[config.mk]
export PLATFORM = sky130hd
export DESIGN_NAME = dtps_ctrl
export DESIGN_NICKNAME = d
export VERILOG_FILES = /design/src/hw/rtl/dtps_pkg.sv /design/src/hw/rtl/dtps_ctrl.sv
export SDC_FILE = /design/constraint.sdc
export NUM_CORES = 1
export LEC_CHECK = 0
export BUFFER_PORTS_ARGS = -buffer_cell sky130_fd_sc_hd__buf_2
export CORE_AREA = 3 3 40 42
export DETAILED_ROUTE_END_ITERATION = 10
export DIE_AREA = 0 0 43 45
export PLACE_DENSITY_LB_ADDON = 0.05
export SLEW_MARGIN = 25
export SYNTH_ARGS = -nofsm -noshare
export SYNTH_HDL_FRONTEND = slang
export SYNTH_SLANG_ARGS = --single-unit
export TNS_END_PERCENT = 5
[constraint.sdc]
create_clock -name clk -period 3.85 [get_ports clk]
set_clock_uncertainty 0.05 [all_clocks]
set_input_delay 0.77 -clock clk [delete_from_list [all_inputs] [get_ports clk]]
set_output_delay 0.77 -clock clk [all_outputs]
set_load 0.03 [all_outputs]
[src/hw/rtl/dtps_pkg.sv]
// Shared types and constants for the depth-tested pixel store.
package dtps_pkg;
  localparam int MaxWidth = 8;
  localparam int MaxHeight = 8;
  localparam int Pixels = MaxWidth * MaxHeight;
  localparam int IdxW = $clog2(Pixels);
  localparam int XW = $clog2(MaxWidth) > 0 ? $clog2(MaxWidth) : 1;
  localparam int YW = $clog2(MaxHeight) > 0 ? $clog2(MaxHeight) : 1;
  localparam int CntW = IdxW + 1;

  localparam logic [2:0] OP_SET = 3'd0;
  localparam logic [2:0] OP_FLUSH_ALL = 3'd1;
  localparam logic [2:0] OP_FLUSH_OUT = 3'd2;
  localparam logic [2:0] OP_FLUSH_IN = 3'd3;
  localparam logic [2:0] OP_CLEAR_ALL = 3'd4;
  localparam logic [2:0] OP_CLEAR_PT = 3'd5;

  localparam logic [2:0] REG_WIDTH = 3'd0;
  localparam logic [2:0] REG_HEIGHT = 3'd1;
  localparam logic [2:0] REG_FORMAT = 3'd2;
  localparam logic [2:0] REG_COL_OFS = 3'd3;
  localparam logic [2:0] REG_ROW_OFS = 3'd4;
  localparam logic [2:0] REG_BPR = 3'd5;

  // Commands from the controller to the datapath.
  typedef struct packed {
    logic capture;     // latch the accepted item
    logic set_read;    // issue depth read of item pixel
    logic set_write;   // finish set using read data
    logic clr_point;   // black the item pixel
    logic walk_read;   // read list entry at walk index, advance index
    logic walk_eval;   // read color store for the fetched entry
    logic walk_emit;   // compute result for the fetched entry
    logic walk_reset;  // restart walk index
    logic clr_all_step;// black the fetched entry, drop its mark
    logic clr_done;    // empty the list
    logic out_load;    // load output register with the final result
  } dtps_cmd_t;

  typedef struct packed {
    logic [2:0] op;
    logic       in_range;
    logic       walk_more;  // walk index below count
    logic       keep;       // fetched entry is kept by the current flush
    logic       kept_any;
  } dtps_sts_t;
endpackage

[src/hw/rtl/dtps_ctrl.sv]
// Controller state machine for the depth-tested pixel store.
module dtps_ctrl import dtps_pkg::*; (
  input  logic      clk,
  input  logic      rst_n,
  input  logic      in_valid,
  output logic      in_ready,
  input  logic      out_ready,
  output logic      out_valid,
  input  dtps_sts_t sts,
  output dtps_cmd_t cmd
);
  typedef enum logic [8:0] {
    S_IDLE  = 9'b000000001,
    S_DEC   = 9'b000000010,
    S_SETW  = 9'b000000100,
    S_WRD   = 9'b000001000,
    S_WEVAL = 9'b000010000,
    S_WEMIT = 9'b000100000,
    S_OUT   = 9'b001000000,
    S_CRD   = 9'b010000000,
    S_CEVAL = 9'b100000000
  } state_t;

  state_t state_r, state_nxt;
  logic   ov_r, ov_nxt;

  assign out_valid = ov_r;

  always_comb begin
    state_nxt = state_r;
    ov_nxt = ov_r && !out_ready;
    cmd = '0;
    in_ready = 1'b0;
    case (state_r)
      S_IDLE: begin
        in_ready = 1'b1;
        if (in_valid) begin
          cmd.capture = 1'b1;
          state_nxt = S_DEC;
        end
      end
      S_DEC: begin
        cmd.walk_reset = 1'b1;
        case (sts.op)
          OP_SET: begin
            if (sts.in_range) begin
              cmd.set_read = 1'b1;
              state_nxt = S_SETW;
            end else begin
              state_nxt = S_IDLE;
            end
          end
          OP_CLEAR_PT: begin
            cmd.clr_point = sts.in_range;
            state_nxt = S_IDLE;
          end
          OP_FLUSH_ALL, OP_FLUSH_OUT, OP_FLUSH_IN: state_nxt = S_WRD;
          OP_CLEAR_ALL: state_nxt = S_CRD;
          default: state_nxt = S_IDLE;
        endcase
      end
      S_SETW: begin
        cmd.set_write = 1'b1;
        state_nxt = S_IDLE;
      end
      S_WRD: begin
        if (sts.walk_more) begin
          cmd.walk_read = 1'b1;
          state_nxt = S_WEVAL;
        end else begin
          state_nxt = S_OUT;
        end
      end
      S_WEVAL: begin
        cmd.walk_eval = 1'b1;
        state_nxt = S_WEMIT;
      end
      S_WEMIT: begin
        // A kept entry pushes the held one out, so it waits for a free register.
        if (!sts.keep) begin
          state_nxt = S_WRD;
        end else if (!sts.kept_any || !ov_r || out_ready) begin
          cmd.walk_emit = 1'b1;
          state_nxt = S_WRD;
        end
      end
      S_OUT: begin
        // The final result waits here for the output register.
        if (!ov_r || out_ready) begin
          cmd.out_load = 1'b1;
          ov_nxt = 1'b1;
          state_nxt = S_IDLE;
        end
      end
      S_CRD: begin
        if (sts.walk_more) begin
          cmd.walk_read = 1'b1;
          state_nxt = S_CEVAL;
        end else begin
          cmd.clr_done = 1'b1;
          state_nxt = S_IDLE;
        end
      end
      S_CEVAL: begin
        cmd.clr_all_step = 1'b1;
        state_nxt = S_CRD;
      end
      default: state_nxt = S_IDLE;
    endcase
    if (cmd.walk_emit && sts.kept_any) ov_nxt = 1'b1;
  end

  always_ff @(posedge clk) begin
    if (!rst_n) begin
      state_r <= S_IDLE;
      ov_r <= 1'b0;
    end else begin
      state_r <= state_nxt;
      ov_r <= ov_nxt;
    end
  end
endmodule

# Word level (Yosys, flattened, before mapping)

Cells that the tools add are included.

Register bits after elaboration: 10
Bits of input ports: 11
Output and inout bits: 13
Logic and storage cells: 64

Equality and inequality tests: 17
Muxes and demuxes: 33
Reductions and logical operators: 12

Operators by type and width:

| operator                                            | number |
|---|---|
| one-hot mux 9 bit (8 select lines)                  | 1 |
| 2-to-1 mux 9 bit                                    | 5 |
| 2-to-1 mux 1 bit                                    | 24 |
| one-hot mux 8 bit (3 select lines)                  | 1 |
| equality test 9 x 1 -> 1 bit, second input constant | 1 |
| equality test 9 x 2 -> 1 bit, second input constant | 1 |
| equality test 9 x 3 -> 1 bit, second input constant | 1 |
| equality test 9 x 4 -> 1 bit, second input constant | 1 |
| equality test 9 x 5 -> 1 bit, second input constant | 1 |
| equality test 9 x 6 -> 1 bit, second input constant | 1 |
| equality test 9 x 7 -> 1 bit, second input constant | 1 |
| equality test 9 x 8 -> 1 bit, second input constant | 1 |
| equality test 9 bit, second input constant          | 1 |
| 2-to-1 mux 7 bit                                    | 1 |
| equality test 3 x 2 -> 1 bit, second input constant | 2 |
| equality test 3 bit, second input constant          | 2 |
| != test 2 bit, second input constant                | 2 |
| equality test 3 x 1 -> 1 bit, second input constant | 1 |
| zero test 1 bit                                     | 3 |
| zero test 3 bit                                     | 1 |
| logical OR 1 bit                                    | 3 |
| 2-to-1 mux 3 bit                                    | 1 |
| != test 3 bit, second input constant                | 1 |
| AND reduction 3 bit                                 | 1 |
| other kinds (3)                                     | 4 |

# Logic depth before layout (Yosys ltp)

Depth after elaboration: 8
Gate-level depth with buffers: 6
Mapped depth without buffers: 5

# Worst setup path before layout

Ideal clock, no wire load.

Path type: reg2out
Start: register state_r[4]
End: output port cmd[7] (netlist bit)
Arrival time: 1.675 ns
Required time: 3.030 ns
Path slack: 1.355 ns
Stages on the path, launching flop included: 6
Path buffers: 1
Cells stage by stage: dfxtp_1 > nor4b_1 > and3_1 > buf_6 > nand2_2 > nor3_1

RTL lines:

| item                   | RTL line         | text |
|---|---|---|
| from (decl)            | dtps_ctrl.sv:24  | `state_t state_r, state_nxt;` |
| from (signal assigned) | dtps_ctrl.sv:118 | `state_r <= state_nxt;` |
| to (decl)              | dtps_ctrl.sv:10  | `output dtps_cmd_t cmd` |

==> metrics <==
status completed; Clk pwr share 0.339; first drt pass iteration count 4; total die area 1940 um2; Worst-Skew Late Latency 270 ps; Final nets 121; First DRT Iteration DRCs 17; Fill cells 127; CP Launch Type flop; # diodes 0; Slew Limit Fails 0; fin crit share 0.729; Tmin final 2810 ps; first-pass GRT wire length 2700 um; TritonCTS clock tree done; antenna violations before repair 0; final hold vios 0; GPL Wtd Cong 0.881; max cap viols 0; Synth Warn # 0; Syn Inst Count 83; syn nets 94; final setup fails 0; Yosys reg bits 10; post-CTS setup buffers 0; Die Width 43 um; DR WL/cell 13.2 um; Logic pwr share 0.260; Post-Syn Area 629 um2; core area 1280 um2; peak supply drop 0.191 mV; Resized cells post-CTS 0; Hold Crit Class reg2reg; drt drc 0; Critical Path RT 3030 ps; Cell Int Power 193 uW; area delta synth->final 25.2%; multi-input gate area in the final layout 403 um2; Die H 45 um; global route total overflow 0; crit path DAT 1990 ps; Flop pwr share 0.402; most frequent cells in the layout buf_2, nor2_1, dfxtp_1, nor3_1, nand2_1; RSZ-0062 raised after global routing no; starting density of the core 0.490; total track usage 0.182; Detailed Place HPWL 1250 um; setup TNS 0 ps; clk buf depth 2; Net Sw Power 94.8 uW; sequential cell area 200 um2; most common cell after layout, fill and taps aside buf_2; Critical Path End Type output pin; relative slew slack 0.608; number of hold buffers added after cts 0; average cell area after synthesis 7.58 um2; Post-Route WL 1640 um; cts bufs inserted 3; Routed Antenna Nets 0; Power Dens Cells 366 nW/um2; sequential area share after synthesis 0.318; H-tree levels 1; register clock-pin slew on the reported worst setup and hold paths 70 ps; switch share 0.329; CTS Sinks 10; PortBufs 23; Vias 734; IO Pins 24; Total Power 288 uW; vias per cell 5.92; FP Rows 13; critical path class reg2out; cell leakage power 0.365 nW; vias in the first global route 643; pin count of the biggest net entering global routing 9; layout cells sized above 1 0.303; fmax 0.356 GHz; Yosys cell types 32; CP Max Fanout 5; CTS root buf clkbuf_4; Worst Tran Pin Value 583 ps
## per-layer routing
metal	routed length (um)	track usage	vias up
li1	-	-	355
met1	713	0.223	350
met2	756	0.311	24
met3	138	0.0279	5
met4	33	0.0904	0
met5	0	0	-
## sequential cells by signal, summed over array words and instances (netlist names)
| name | count |
|---|---|
| state_r | 9 |
| out_valid | 1 |
## power by group through the flow
stage / clock (mW) / sequential, mW / combinational (mW)
5_1_grt: 0.102 / 0.117 / 0.0831
2_1_floorplan: 0 / 0.116 / 0.0550
4_1_cts: 0.0964 / 0.116 / 0.0748
6_report: 0.0976 / 0.116 / 0.0749
3_5_place_dp: 0 / 0.118 / 0.0740
3_3_place_gp: 0 / 0.117 / 0.0742
## cells in the mapped netlist
master / n / area share
nor2_1: 13 / 0.078
nand4_1: 3 / 0.030
a21o_2: 1 / 0.014
o21a_1: 2 / 0.024
or3_1: 1 / 0.0099
a31oi_1: 1 / 0.0099
a21oi_1: 4 / 0.032
and2_1: 2 / 0.020
buf_6: 1 / 0.018
or4_4: 1 / 0.018
o211ai_1: 1 / 0.012
nor3_1: 7 / 0.056
dfxtp_1: 10 / 0.32
nor2_2: 1 / 0.0099
nand2_1: 7 / 0.042
nand3b_1: 1 / 0.012
nor3b_1: 2 / 0.024
and3_1: 1 / 0.0099
nand3_1: 2 / 0.016
nor3_2: 1 / 0.016
xor2_1: 1 / 0.014
nand4b_1: 2 / 0.028
o21ai_0: 3 / 0.024
a21o_1: 1 / 0.012
inv_1: 4 / 0.024
mux2_2: 1 / 0.018
nand2_2: 1 / 0.0099
a41oi_1: 1 / 0.014
nor2b_1: 3 / 0.030
and4b_1: 2 / 0.032
nor4b_1: 1 / 0.014
a221oi_1: 1 / 0.014
## kinds of logic after synthesis
family | after synthesis | share of synthesized area
and+or+nand+nor | 51 | 0.453
AOI/OAI and AO/OA | 15 | 0.155
DFF | 10 | 0.318
buffers and inverters | 5 | 0.0417
xor gates and xnor gates | 1 | 0.0139
muxes | 1 | 0.0179
## final timing paths
| check | cells past startpoint | slack [ps] | end | startpoint |
|---|---|---|---|---|
| worst max-delay path | 6 | 1040 | cmd[9] | state_r[6] |
| worst min register to register | 2 | 560 | state_r[8] | state_r[7] |
| worst min-delay path | 2 | 560 | state_r[8] | state_r[7] |
| worst max register to register | 5 | 1830 | state_r[4] | state_r[4] |
## stage by stage
stage / hold slack, ps / instance area (um2) / setup slack (ps) / std cells / util
after CTS: 558 / 788 / 1050 / 124 / 0.613
after floorplan: 481 / 629 / 1360 / 83 / -
after global routing: 614 / 788 / 887 / 124 / 0.613
final: 563 / 788 / 1040 / 124 / 0.613
after detailed placement: 550 / 752 / 1340 / 120 / 0.585
after global placement: 549 / 752 / 1370 / 120 / 0.585
## critical path: stages (launching register included)
cell     delay [ps]
dfxtp_1         350
nor3_2          300
and3_1          320
nand2_2          80
or4_4           420
inv_1            60
buf_2           180
## cell type report
type,count,share of cell area
Multi-Input combinational cell,68,0.511
Sequential cell,10,0.254
Timing Repair Buffer,23,0.146
Clock buffer,4,0.0460
Tap cell,15,0.0238
Inverter,4,0.0190
Note: power is estimated with default switching activity, not from simulation.
